===== src/rtl/core/assert_macros.svh =====
// Assertion macros shared by the framebuffer scan RTL.
// Simulation builds get concurrent assertions; synthesis builds get empty bodies.
`ifndef ASSERT_MACROS_SVH
`define ASSERT_MACROS_SVH
`ifndef SYNTHESIS
// Checks a property on every rising clock edge outside reset.
`define LMFS_ASSERT(lbl, clk, rst_n, prop) \
	lbl: assert property (@(posedge clk) disable iff (!rst_n) (prop)) \
		else $error("lmfs assertion failed");
// Checks that the consequent holds in the cycle after the antecedent.
`define LMFS_ASSERT_NEXT(lbl, clk, rst_n, ante, cons) \
	lbl: assert property (@(posedge clk) disable iff (!rst_n) (ante) |=> (cons)) \
		else $error("lmfs assertion failed");
`else
`define LMFS_ASSERT(lbl, clk, rst_n, prop)
`define LMFS_ASSERT_NEXT(lbl, clk, rst_n, ante, cons)
`endif
`endif


===== src/rtl/core/lmfs_pkg.sv =====
`timescale 1ns / 1ps
// Types, constants and the row scan order of the LED framebuffer scan block.
// No dependencies; the front end, queue, back end and top level use it by scoped names.
package lmfs_pkg;

	localparam int ROWS_DEF          = 7;
	localparam int BYTES_PER_ROW_DEF = 35;
	localparam int SENT_BYTES_DEF    = 34;
	localparam int LINE_WIDTH_DEF    = 90;

	localparam int LAST_COLUMN = 271;
	localparam int SCAN_LEN    = 7;
	localparam int GLYPH_ROWS  = 7;
	localparam int QUEUE_DEPTH = 2;

	localparam logic [7:0] BYTE_ONES = 8'hFF;

	localparam logic [2:0] MODE_CLEAR = 3'd0;
	localparam logic [2:0] MODE_PIXEL = 3'd1;
	localparam logic [2:0] MODE_BLIT  = 3'd2;
	localparam logic [2:0] MODE_CLIP  = 3'd3;
	localparam logic [2:0] MODE_SCAN  = 3'd4;

	typedef struct packed {
		logic [2:0]  mode;
		logic [8:0]  x_pos;
		logic [4:0]  y_pos;
		logic        pixel_on;
		logic [8:0]  bit_position;
		logic [55:0] glyph_rows;
	} in_item_t;

	typedef struct packed {
		logic [7:0] out_byte;
		logic [2:0] row_select;
		logic       last;
	} out_item_t;

	typedef enum logic [2:0] {
		OP_CLEAR,
		OP_PIXEL,
		OP_BLIT,
		OP_CLIP,
		OP_SCAN
	} cmd_op_t;

	typedef struct packed {
		cmd_op_t     op;
		logic [2:0]  row;
		logic [5:0]  byte_idx;
		logic [2:0]  bit_sh;
		logic [55:0] glyph;
	} cmd_t;

	typedef struct packed {
		logic push;
		cmd_t cmd;
	} push_t;

	typedef struct packed {
		logic full;
		logic empty;
	} q_stat_t;

	typedef enum logic [1:0] {
		BK_IDLE,
		BK_READ,
		BK_WRITE,
		BK_SCAN
	} back_state_t;

	// Panel rows are driven in an interleaved order to spread refresh flicker.
	function automatic logic [2:0] scan_row(input logic [2:0] step);
		case (step)
			3'd0: scan_row = 3'd5;
			3'd1: scan_row = 3'd0;
			3'd2: scan_row = 3'd3;
			3'd3: scan_row = 3'd1;
			3'd4: scan_row = 3'd6;
			3'd5: scan_row = 3'd4;
			3'd6: scan_row = 3'd2;
			default: scan_row = 3'd5;
		endcase
	endfunction

endpackage


===== src/rtl/core/lmfs_ram.sv =====
`timescale 1ns / 1ps
// Generic simple dual port RAM: one write port, one read port with registered data.
// No dependencies.
module lmfs_ram #(
	parameter int WIDTH = 8,
	parameter int DEPTH = 245
) (
	input  logic                     clk,
	input  logic                     we,
	input  logic [$clog2(DEPTH)-1:0] waddr,
	input  logic [WIDTH-1:0]         wdata,
	input  logic [$clog2(DEPTH)-1:0] raddr,
	output logic [WIDTH-1:0]         rdata
);

	logic [WIDTH-1:0] mem [DEPTH];

	always_ff @(posedge clk) begin
		if (we) begin
			mem[waddr] <= wdata;
		end
		rdata <= mem[raddr];
	end

endmodule


===== src/rtl/core/lmfs_front.sv =====
`timescale 1ns / 1ps
// Front end: accepts input transactions, decodes mode and coordinates into commands.
// Depends on lmfs_pkg.
module lmfs_front #(
	parameter int ROWS          = lmfs_pkg::ROWS_DEF,
	parameter int BYTES_PER_ROW = lmfs_pkg::BYTES_PER_ROW_DEF,
	parameter int LINE_WIDTH    = lmfs_pkg::LINE_WIDTH_DEF
) (
	input  logic               clk,
	input  logic               arst_n,
	input  logic               start,
	input  lmfs_pkg::in_item_t item,
	input  logic               q_full,
	output logic               busy,
	output lmfs_pkg::push_t    push
);

	logic [4:0]  line_lut [32];
	logic [2:0]  row_lut [32];
	logic        accept;
	logic [14:0] col_sum;
	logic        col_ok;
	logic [8:0]  col;
	logic        byte_ok;
	logic [2:0]  step_q;

	// y is split into panel line and row with constant tables built at elaboration.
	for (genvar g = 0; g < 32; g++) begin : g_lut
		assign line_lut[g] = 5'(g / ROWS);
		assign row_lut[g]  = 3'(g % ROWS);
	end

	assign accept  = start & ~q_full;
	assign busy    = q_full;
	assign col_sum = 15'(item.x_pos) + 15'(line_lut[item.y_pos]) * 15'(LINE_WIDTH);
	assign col_ok  = col_sum <= 15'(lmfs_pkg::LAST_COLUMN);
	assign col     = 9'(lmfs_pkg::LAST_COLUMN) - col_sum[8:0];
	assign byte_ok = {1'b0, col[8:3]} < 7'(BYTES_PER_ROW);

	always_comb begin
		push.push         = 1'b0;
		push.cmd.op       = lmfs_pkg::OP_CLEAR;
		push.cmd.row      = row_lut[item.y_pos];
		push.cmd.byte_idx = item.bit_position[8:3];
		push.cmd.bit_sh   = item.bit_position[2:0];
		push.cmd.glyph    = item.glyph_rows;
		case (item.mode)
			lmfs_pkg::MODE_CLEAR: begin
				push.push = accept;
			end
			lmfs_pkg::MODE_PIXEL: begin
				// Pixels that are off or fall off the panel never reach the queue.
				push.push         = accept & item.pixel_on & col_ok & byte_ok;
				push.cmd.op       = lmfs_pkg::OP_PIXEL;
				push.cmd.byte_idx = col[8:3];
				push.cmd.bit_sh   = col[2:0];
			end
			lmfs_pkg::MODE_BLIT: begin
				push.push   = accept;
				push.cmd.op = lmfs_pkg::OP_BLIT;
			end
			lmfs_pkg::MODE_CLIP: begin
				push.push   = accept;
				push.cmd.op = lmfs_pkg::OP_CLIP;
			end
			lmfs_pkg::MODE_SCAN: begin
				push.push    = accept;
				push.cmd.op  = lmfs_pkg::OP_SCAN;
				push.cmd.row = lmfs_pkg::scan_row(step_q);
			end
			default: begin
				push.push = 1'b0;
			end
		endcase
	end

	always_ff @(posedge clk or negedge arst_n) begin
		if (!arst_n) begin
			step_q <= '0;
		end else if (accept && item.mode == lmfs_pkg::MODE_SCAN) begin
			step_q <= (step_q >= 3'(lmfs_pkg::SCAN_LEN - 1)) ? 3'd0 : step_q + 3'd1;
		end
	end

endmodule


===== src/rtl/core/lmfs_cmd_fifo.sv =====
`timescale 1ns / 1ps
// Short command queue between the front end and the back end.
// Depends on lmfs_pkg.
module lmfs_cmd_fifo (
	input  logic              clk,
	input  logic              arst_n,
	input  lmfs_pkg::push_t   push,
	input  logic              pop,
	output lmfs_pkg::cmd_t    head,
	output lmfs_pkg::q_stat_t q_stat
);

	localparam int Q     = lmfs_pkg::QUEUE_DEPTH;
	localparam int PTR_W = (Q > 1) ? $clog2(Q) : 1;
	localparam int CNT_W = $clog2(Q + 1);

	lmfs_pkg::cmd_t entry_q [Q];
	logic [PTR_W-1:0] wp_q;
	logic [PTR_W-1:0] rp_q;
	logic [CNT_W-1:0] cnt_q;

	assign head         = entry_q[rp_q];
	assign q_stat.full  = cnt_q == CNT_W'(Q);
	assign q_stat.empty = cnt_q == '0;

	always_ff @(posedge clk) begin
		if (push.push) begin
			entry_q[wp_q] <= push.cmd;
		end
	end

	always_ff @(posedge clk or negedge arst_n) begin
		if (!arst_n) begin
			wp_q  <= '0;
			rp_q  <= '0;
			cnt_q <= '0;
		end else begin
			if (push.push) begin
				wp_q <= (wp_q == PTR_W'(Q - 1)) ? '0 : wp_q + PTR_W'(1);
			end
			if (pop) begin
				rp_q <= (rp_q == PTR_W'(Q - 1)) ? '0 : rp_q + PTR_W'(1);
			end
			if (push.push && !pop) begin
				cnt_q <= cnt_q + CNT_W'(1);
			end else if (pop && !push.push) begin
				cnt_q <= cnt_q - CNT_W'(1);
			end
		end
	end

endmodule


===== src/rtl/core/lmfs_back.sv =====
`timescale 1ns / 1ps
// Back end: runs queued commands against the frame store and streams row scans.
// Depends on lmfs_pkg and lmfs_ram.
module lmfs_back #(
	parameter int ROWS          = lmfs_pkg::ROWS_DEF,
	parameter int BYTES_PER_ROW = lmfs_pkg::BYTES_PER_ROW_DEF,
	parameter int SENT_BYTES    = lmfs_pkg::SENT_BYTES_DEF
) (
	input  logic                clk,
	input  logic                arst_n,
	input  lmfs_pkg::q_stat_t   q_stat,
	input  lmfs_pkg::cmd_t      head,
	output logic                pop,
	output logic                result_valid,
	output lmfs_pkg::out_item_t result
);

	localparam int DEPTH  = ROWS * BYTES_PER_ROW;
	localparam int ADDR_W = $clog2(DEPTH);
	localparam int ELEM_W = $clog2(ROWS + 1) + 1;
	localparam int CNT_W  = $clog2(SENT_BYTES + 1);

	lmfs_pkg::back_state_t state_q, state_d;
	lmfs_pkg::cmd_t        cur_q;
	logic [ELEM_W-1:0]     elem_q, elem_d, elem_last;
	logic [CNT_W-1:0]      cnt_q, cnt_d;
	logic [DEPTH-1:0]      vld_q;
	logic                  load_cur, clr_all, wr_en, issue;

	logic [2:0]        e_row;
	logic [6:0]        e_byte;
	logic [7:0]        g_byte;
	logic [15:0]       g_shift;
	logic [7:0]        clip_keep;
	logic [7:0]        and_m, or_v;
	logic              e_ok;
	logic [9:0]        e_addr_full;
	logic [ADDR_W-1:0] e_addr;
	logic [7:0]        old_byte, new_byte;

	logic [6:0]        s_byte;
	logic              s_ok;
	logic [9:0]        s_addr_full;
	logic [ADDR_W-1:0] s_addr;
	logic [ADDR_W-1:0] rd_addr;
	logic [7:0]        rdata;

	logic       valid_s1, last_s1, live_s1;
	logic [2:0] row_s1;
	logic       valid_s2;
	lmfs_pkg::out_item_t result_s2;

	// Blits and clips touch two bytes per row: element bit 0 picks the byte, the rest the row.
	assign e_row  = (cur_q.op == lmfs_pkg::OP_PIXEL) ? cur_q.row : 3'(elem_q[ELEM_W-1:1]);
	assign e_byte = 7'(cur_q.byte_idx) + 7'(elem_q[0]);
	assign g_byte = ({1'b0, e_row} >= 4'(lmfs_pkg::GLYPH_ROWS)) ? 8'h00
		: cur_q.glyph[{e_row, 3'b000} +: 8];
	assign g_shift   = {8'h00, g_byte} << cur_q.bit_sh;
	assign clip_keep = ~(lmfs_pkg::BYTE_ONES << cur_q.bit_sh);

	always_comb begin
		case (cur_q.op)
			lmfs_pkg::OP_PIXEL: begin
				and_m = lmfs_pkg::BYTE_ONES;
				or_v  = 8'h01 << cur_q.bit_sh;
			end
			lmfs_pkg::OP_BLIT: begin
				and_m = lmfs_pkg::BYTE_ONES;
				or_v  = elem_q[0] ? g_shift[15:8] : g_shift[7:0];
			end
			lmfs_pkg::OP_CLIP: begin
				and_m = elem_q[0] ? 8'h00 : clip_keep;
				or_v  = 8'h00;
			end
			default: begin
				and_m = lmfs_pkg::BYTE_ONES;
				or_v  = 8'h00;
			end
		endcase
	end

	assign e_ok        = ({1'b0, e_row} < 4'(ROWS)) && (e_byte < 7'(BYTES_PER_ROW));
	assign e_addr_full = 10'(e_row) * 10'(BYTES_PER_ROW) + 10'(e_byte);
	assign e_addr      = e_ok ? e_addr_full[ADDR_W-1:0] : '0;
	// An entry not written since the last clear reads as zero.
	assign old_byte    = vld_q[e_addr] ? rdata : 8'h00;
	assign new_byte    = (old_byte & and_m) | or_v;

	assign s_byte      = 7'(cnt_q);
	assign s_ok        = ({1'b0, cur_q.row} < 4'(ROWS)) && (s_byte < 7'(BYTES_PER_ROW));
	assign s_addr_full = 10'(cur_q.row) * 10'(BYTES_PER_ROW) + 10'(s_byte);
	assign s_addr      = s_ok ? s_addr_full[ADDR_W-1:0] : '0;
	assign rd_addr     = (state_q == lmfs_pkg::BK_SCAN) ? s_addr : e_addr;

	assign elem_last = (cur_q.op == lmfs_pkg::OP_PIXEL) ? '0 : ELEM_W'(2 * ROWS - 1);

	lmfs_ram #(
		.WIDTH(8),
		.DEPTH(DEPTH)
	) u_store (
		.clk  (clk),
		.we   (wr_en),
		.waddr(e_addr),
		.wdata(new_byte),
		.raddr(rd_addr),
		.rdata(rdata)
	);

	always_comb begin
		state_d  = state_q;
		elem_d   = elem_q;
		cnt_d    = cnt_q;
		pop      = 1'b0;
		load_cur = 1'b0;
		clr_all  = 1'b0;
		wr_en    = 1'b0;
		issue    = 1'b0;
		case (state_q)
			lmfs_pkg::BK_IDLE: begin
				if (!q_stat.empty) begin
					pop      = 1'b1;
					load_cur = 1'b1;
					elem_d   = '0;
					cnt_d    = '0;
					case (head.op)
						lmfs_pkg::OP_CLEAR: clr_all = 1'b1;
						lmfs_pkg::OP_SCAN:  state_d = lmfs_pkg::BK_SCAN;
						default:            state_d = lmfs_pkg::BK_READ;
					endcase
				end
			end
			lmfs_pkg::BK_READ: begin
				state_d = lmfs_pkg::BK_WRITE;
			end
			lmfs_pkg::BK_WRITE: begin
				wr_en = e_ok;
				if (elem_q == elem_last) begin
					state_d = lmfs_pkg::BK_IDLE;
				end else begin
					elem_d  = elem_q + ELEM_W'(1);
					state_d = lmfs_pkg::BK_READ;
				end
			end
			lmfs_pkg::BK_SCAN: begin
				issue = 1'b1;
				if (cnt_q == CNT_W'(SENT_BYTES - 1)) begin
					state_d = lmfs_pkg::BK_IDLE;
				end else begin
					cnt_d = cnt_q + CNT_W'(1);
				end
			end
			default: begin
				state_d = lmfs_pkg::BK_IDLE;
			end
		endcase
	end

	always_ff @(posedge clk or negedge arst_n) begin
		if (!arst_n) begin
			state_q  <= lmfs_pkg::BK_IDLE;
			elem_q   <= '0;
			cnt_q    <= '0;
			vld_q    <= '0;
			valid_s1 <= 1'b0;
			valid_s2 <= 1'b0;
		end else begin
			state_q  <= state_d;
			elem_q   <= elem_d;
			cnt_q    <= cnt_d;
			valid_s1 <= issue;
			valid_s2 <= valid_s1;
			if (clr_all) begin
				vld_q <= '0;
			end else if (wr_en) begin
				vld_q[e_addr] <= 1'b1;
			end
		end
	end

	always_ff @(posedge clk) begin
		if (load_cur) begin
			cur_q <= head;
		end
		last_s1              <= cnt_q == CNT_W'(SENT_BYTES - 1);
		row_s1               <= cur_q.row;
		live_s1              <= s_ok & vld_q[s_addr];
		result_s2.out_byte   <= live_s1 ? rdata : 8'h00;
		result_s2.row_select <= row_s1;
		result_s2.last       <= last_s1;
	end

	assign result_valid = valid_s2;
	assign result       = result_s2;

endmodule


===== src/rtl/core/led_matrix_framebuffer_scan.sv =====
`timescale 1ns / 1ps
// Top level of the LED matrix framebuffer and row scan controller.
// Depends on lmfs_pkg, lmfs_front, lmfs_cmd_fifo, lmfs_back and assert_macros.svh.
//
// A command transaction is taken on a rising edge with start high and busy low.
// Modes clear the store, set a pixel, OR in a glyph, clip at an end bit, or
// scan the next row of the panel's interleaved sequence.
// Commands pass through a two-entry queue; busy is high while the queue is full.
// In the back end a clear is done as the command is taken from the queue; a pixel
// touches one byte and a blit or clip two per row, and every touched byte costs a
// read and a write of the single frame store RAM port pair.
// A scan sends SENT_BYTES results (34 by default), one per cycle. With the back end
// idle, the first result passes the queue, the back end's scan state and the valid_s1
// and valid_s2 registers before it is on the ports; result_valid marks each one for a
// single cycle and result.last flags the final byte. Consecutive scans are separated
// by the idle state in which the next command is taken. The receiver cannot
// hold results off, so none is ever stalled.
// Reset clears the per-byte valid flags at once, so the store reads as all
// zero with no clearing pass; the scan sequence restarts at row five.
`include "assert_macros.svh"
module led_matrix_framebuffer_scan #(
	parameter int ROWS          = lmfs_pkg::ROWS_DEF,
	parameter int BYTES_PER_ROW = lmfs_pkg::BYTES_PER_ROW_DEF,
	parameter int SENT_BYTES    = lmfs_pkg::SENT_BYTES_DEF,
	parameter int LINE_WIDTH    = lmfs_pkg::LINE_WIDTH_DEF
) (
	input  logic                clk,
	input  logic                arst_n,
	input  logic                start,
	output logic                busy,
	input  lmfs_pkg::in_item_t  item,
	output logic                result_valid,
	output lmfs_pkg::out_item_t result
);

	lmfs_pkg::push_t   push;
	lmfs_pkg::q_stat_t q_stat;
	lmfs_pkg::cmd_t    head;
	logic              pop;

	lmfs_front #(
		.ROWS         (ROWS),
		.BYTES_PER_ROW(BYTES_PER_ROW),
		.LINE_WIDTH   (LINE_WIDTH)
	) u_front (
		.clk   (clk),
		.arst_n(arst_n),
		.start (start),
		.item  (item),
		.q_full(q_stat.full),
		.busy  (busy),
		.push  (push)
	);

	lmfs_cmd_fifo u_queue (
		.clk   (clk),
		.arst_n(arst_n),
		.push  (push),
		.pop   (pop),
		.head  (head),
		.q_stat(q_stat)
	);

	lmfs_back #(
		.ROWS         (ROWS),
		.BYTES_PER_ROW(BYTES_PER_ROW),
		.SENT_BYTES   (SENT_BYTES)
	) u_back (
		.clk         (clk),
		.arst_n      (arst_n),
		.q_stat      (q_stat),
		.head        (head),
		.pop         (pop),
		.result_valid(result_valid),
		.result      (result)
	);

	// A scan streams its bytes without a gap and on one row.
	`LMFS_ASSERT_NEXT(a_scan_stream, clk, arst_n, result_valid && !result.last, result_valid)
	`LMFS_ASSERT_NEXT(a_scan_row_hold, clk, arst_n, result_valid && !result.last, result.row_select == $past(result.row_select))
	// At most one command enters the queue per cycle.
	`LMFS_ASSERT_NEXT(a_queue_fill, clk, arst_n, q_stat.empty, !q_stat.full)
	`LMFS_ASSERT(a_pop_nonempty, clk, arst_n, !(pop && q_stat.empty))

endmodule

===== config.mk =====
export PLATFORM = sky130hd
export DESIGN_NAME = led_matrix_framebuffer_scan
export DESIGN_NICKNAME = d
export VERILOG_FILES = /design/src/rtl/core/lmfs_pkg.sv /design/src/rtl/core/lmfs_ram.sv /design/src/rtl/core/lmfs_front.sv /design/src/rtl/core/lmfs_cmd_fifo.sv /design/src/rtl/core/lmfs_back.sv /design/src/rtl/core/led_matrix_framebuffer_scan.sv
export VERILOG_INCLUDE_DIRS = /design/src /design/src/rtl/core
export SDC_FILE = /design/constraint.sdc
export NUM_CORES = 2
export LEC_CHECK = 0
export BUFFER_PORTS_ARGS = -buffer_cell sky130_fd_sc_hd__buf_2
export CORE_MARGIN = 2
export CORE_UTILIZATION = 45
export CTS_CLUSTER_DIAMETER = 40
export DETAILED_ROUTE_END_ITERATION = 8
export HOLD_SLACK_MARGIN = 0.12
export PLACE_DENSITY = 0.59
export REMOVE_ABC_BUFFERS = 1
export SKIP_CTS_REPAIR_TIMING = 1
export SYNTH_ARGS = -nofsm -noshare
export SYNTH_HDL_FRONTEND = slang
export SYNTH_SLANG_ARGS = --single-unit

===== constraint.sdc =====
create_clock -name clk -period 12.7 [get_ports clk]
set_clock_uncertainty 0.05 [all_clocks]
set_input_delay 1.905 -clock clk [delete_from_list [all_inputs] [get_ports clk]]
set_output_delay 1.905 -clock clk [all_outputs]
set_load 0.01 [all_outputs]

==> Implementation_results.wiki <==
{| class="wikitable"
! Metric !! Value
|-
| Count of final max-slew check failures || 0
|-
| Via-to-Cell Ratio || 6.09
|-
| Asr flop ratio synth || 10.8%
|-
| Most common library cell in the layout ignoring fill and taps || sky130_fd_sc_hd__edfxtp_1
|-
| Setup repair after global routing missed its margin || no
|-
| Maximum level of the CTS H-tree || 5
|-
| Sequential element share of the synthesized area || 69.7%
|-
| Number of global-route vias before repair || 68270
|-
| Remaining global-route overflow || 0
|-
| Number of remaining DRC errors || 0
|-
| Run status || complete, no violations
|-
| Clock tree from TritonCTS || yes
|-
| Shortest clock period the worst path allows after layout || 8.83 ns
|-
| Clock insertion delay at the later pin of the skew report || 0.98 ns
|-
| TritonCTS sink count || 2464
|-
| Gp weighted congestion || 0.950
|-
| Largest net degree at the start of global routing || 150
|-
| Die Footprint || 0.235 mm²
|-
| Die outline width || 485 µm
|-
| Worst hold start || u_back.row_s1[2]
|-
| Relative slew margins || 0.897%
|-
| Via count || 70957
|-
| Core Rows || 176
|-
| Kind of end point of the critical path || flip-flop
|-
| Clock-pin slew on the worst setup and hold paths || 0.06 ns
|-
| Setup crit start kind || flip-flop
|-
| Antenna violations before repair || 10
|-
| Initial core utilization || 45.2%
|-
| Max-cap viol count || 0
|-
| Total Routed Length || 331000 µm
|-
| CP max stage delay || 0.99 ns
|-
| Iter 0 DRT Violations || 9083
|-
| Root cell of the clock tree || sky130_fd_sc_hd__clkbuf_16
|-
| Count of flip-flops with a built-in enable after synthesis || 2173
|-
| Distinct cell type count of the synthesized netlist || 113
|-
| Post-DR wirelength/cell || 28.4 µm
|-
| Global-route wire length before repair || 480000 µm
|-
| R2R setup slack || 3.87 ns
|-
| Number of CTS-inserted buffers || 360
|-
| Post-synthesis instance total || 8178
|-
| Worst hold path endpoint || u_back.result[3]
|-
| Port bufs || 99
|-
| Worst slew pin tran || 1.48 ns
|-
| First-pass iteration count of the detailed router || 8
|-
| Main synth FF type || sky130_fd_sc_hd__edfxtp_1
|-
| Cell-by-cell trace of the critical path || nor3b_4 > mux2i_1 > buf_4 > inv_1 > ha_1 > fa_1 > inv_1 > fa_1 > nor2b_1 > o21a_1 > or2_2 > a31oi_1 > xnor2_1 > o21ai_1 > nand2_1 > a31oi_1 > a211oi_2 > nand4b_4 > o21ai_4 > buf_4
|-
| Proportion of layout cells with a drive suffix above 1 || 13.7%
|-
| Half-perimeter wire length after detailed placement || 205000 µm
|-
| Die outline height || 485 µm
|-
| WHS Path Cells || 0
|-
| Final count of negative-setup-slack endpoints || 0
|-
| Count of pins on the block boundary || 100
|-
| Final core utilization || 52.2%
|-
| Worst reg-to-reg path cell count || 20
|-
| Signal arrival time at the worst endpoint || 9.33 ns
|-
| Origin of the critical flop-to-flop path || u_back.cur_q[70]
|-
| Critical path origin || u_back.cur_q[70]
|-
| Post-synthesis cell area || 0.104 mm²
|-
| Slowest stage cell, crit path || sky130_fd_sc_hd__o21ai_4
|-
| Overall Global Routing Usage || 27.7%
|-
| Maximum frequency from static timing analysis || 0.113 GHz
|-
| Worst path required time || 13.21 ns
|-
| Commonest cells after routing, fill and taps aside || sky130_fd_sc_hd__edfxtp_1 (2173), sky130_fd_sc_hd__nand2_1 (1901), sky130_fd_sc_hd__nand3_1 (598)
|-
| CTS Buffer Depth || 4
|-
| Worst min path class || reg2reg
|-
| Number of nets still failing antenna checks after routing || 0
|-
| Total of flip-flops plus latches after synthesis || 2464
|-
| Post-route worst setup slack || 3.87 ns
|-
| Count of warnings emitted by yosys || 0
|-
| Worst-path fanout max || 104
|-
| Growth of design area from synthesis to finish || 15.4%
|-
| Pre-CTS setup slack || 4.23 ns
|-
| Type of the setup path with the least slack || reg2reg
|-
| Number of failing hold endpoints at the final stage || 0
|-
| Final worst path period share || 69.5%
|-
| Mean post-synth cell area || 12.7 µm²
|-
| Capture instance of the worst register-to-register path || u_back.u_store.mem[148][5]
|-
| Net total in the final layout || 8488
|-
| Std-Cell Core Area || 0.230 mm²
|}
critical path, delay by kind of cell, from the launching register on:
family / cells / cell delay, ns
compound gates: 6 / 2.17
xor+xnor: 1 / 0.64
fa+ha+maj: 3 / 1.41
buf+inv: 4 / 1.53
flops: 1 / 0.45
mux: 1 / 0.26
simple gates: 5 / 1.67
per-stage QoR:
stage	std cells	hold WS (ns)	cell area, µm²	setup TNS [ns]
6_report	11654	0.316	120000	0
5_1_grt	11649	0.322	120000	0
4_1_cts	11648	0.322	120000	0
3_5_place_dp	11001	0.298	108000	0
3_3_place_gp	11001	0.301	108000	0
2_1_floorplan	7635	0.260	101000	-1122.58
routing by layer:
layer  vias up  part of all wire, %  GRT usage [%]
met5         -                0.016              0
met4         8                  4.2           10.8
met3       712                  9.2           6.16
met2      3636                   45           42.2
met1     35751                   42           38.8
li1      30850                    -              -
kinds of logic after synthesis:
group | Yosys count | share of synthesized area, %
AO/OA/AOI/OAI | 1502 | 10.1
XOR/XNOR | 35 | 0.295
adder cells (fa/ha/maj) | 66 | 0.826
buffers and inverters | 583 | 2.70
flip-flops | 2464 | 69.7
multiplexers | 268 | 2.87
AND/OR/NAND/NOR | 3260 | 13.5
state kept, by name, summed over array words and instances, names as in the netlist:
| signal | count |
|---|---|
| u_back.result | 12 |
| u_back.cnt_q | 6 |
| u_back.valid_s1 | 1 |
| u_back.result_valid | 1 |
| u_queue.entry_q | 142 |
| u_back.row_s1 | 3 |
| u_back.u_store.mem | 1960 |
| u_back.state_q | 2 |
| u_queue.rp_q | 1 |
| u_back.last_s1 | 1 |
| u_back.live_s1 | 1 |
| u_back.u_store.rdata | 8 |
| u_queue.wp_q | 1 |
| u_back.vld_q | 245 |
| u_back.cur_q | 71 |
| u_queue.cnt_q | 2 |
| u_front.step_q | 3 |
| u_back.elem_q | 4 |
worst max-delay path by stage:
stage	depth (start not counted)	slack, ns	end
floorplan	16	-5.31	u_back.u_store.rdata[0]
global placement	17	4.48	u_back.u_store.mem[32][5]
detailed placement	20	4.23	u_back.u_store.mem[42][5]
CTS	20	4.14	u_back.u_store.mem[148][5]
global route	20	3.57	u_back.u_store.mem[148][5]
finish	20	3.87	u_back.u_store.mem[148][5]
final cells by class:
cell class              count  area (µm²)
inverters                  40         150
multi-input cells        5131       29200
well taps                3026        3790
clock buffers             413        9400
flip-flops and latches   2464       72400
repair buffers            341        2410
fillers                 19303      110000
diodes                      5        12.5
clock inverters           234        2570
cells in the mapped netlist (28+ instances only):
cell type                  count  area (µm²)
sky130_fd_sc_hd__edfxtp_1   2173       65300
sky130_fd_sc_hd__nand2_1    1903        7140
sky130_fd_sc_hd__nand3_1     607        3040
sky130_fd_sc_hd__a21oi_1     435        2180
sky130_fd_sc_hd__nor2_1      365        1370
sky130_fd_sc_hd__dfrtp_1     266        6660
sky130_fd_sc_hd__o21a_1      253        1900
sky130_fd_sc_hd__buf_2       245        1230
sky130_fd_sc_hd__clkbuf_1    201         754
sky130_fd_sc_hd__mux2_2      138        1550
sky130_fd_sc_hd__o21ai_0     125         626
sky130_fd_sc_hd__mux2i_1     119        1190
sky130_fd_sc_hd__a221oi_1    110         963
sky130_fd_sc_hd__a31oi_1     106         663
sky130_fd_sc_hd__and3_1       88         551
sky130_fd_sc_hd__nor3_1       82         410
sky130_fd_sc_hd__a32oi_1      68         596
sky130_fd_sc_hd__nor4_1       63         394
sky130_fd_sc_hd__ha_1         59         738
sky130_fd_sc_hd__a311oi_1     46         403
sky130_fd_sc_hd__buf_4        41         308
sky130_fd_sc_hd__a22oi_1      39         293
sky130_fd_sc_hd__inv_1        38         143
sky130_fd_sc_hd__a211oi_1     37         278
sky130_fd_sc_hd__buf_1        35         131
sky130_fd_sc_hd__and2_1       34         213
sky130_fd_sc_hd__a32o_1       28         280
Power is left out: the tool's default activity adds up to more than one toggle a clock period on the data nets, which glitch-free logic cannot reach.
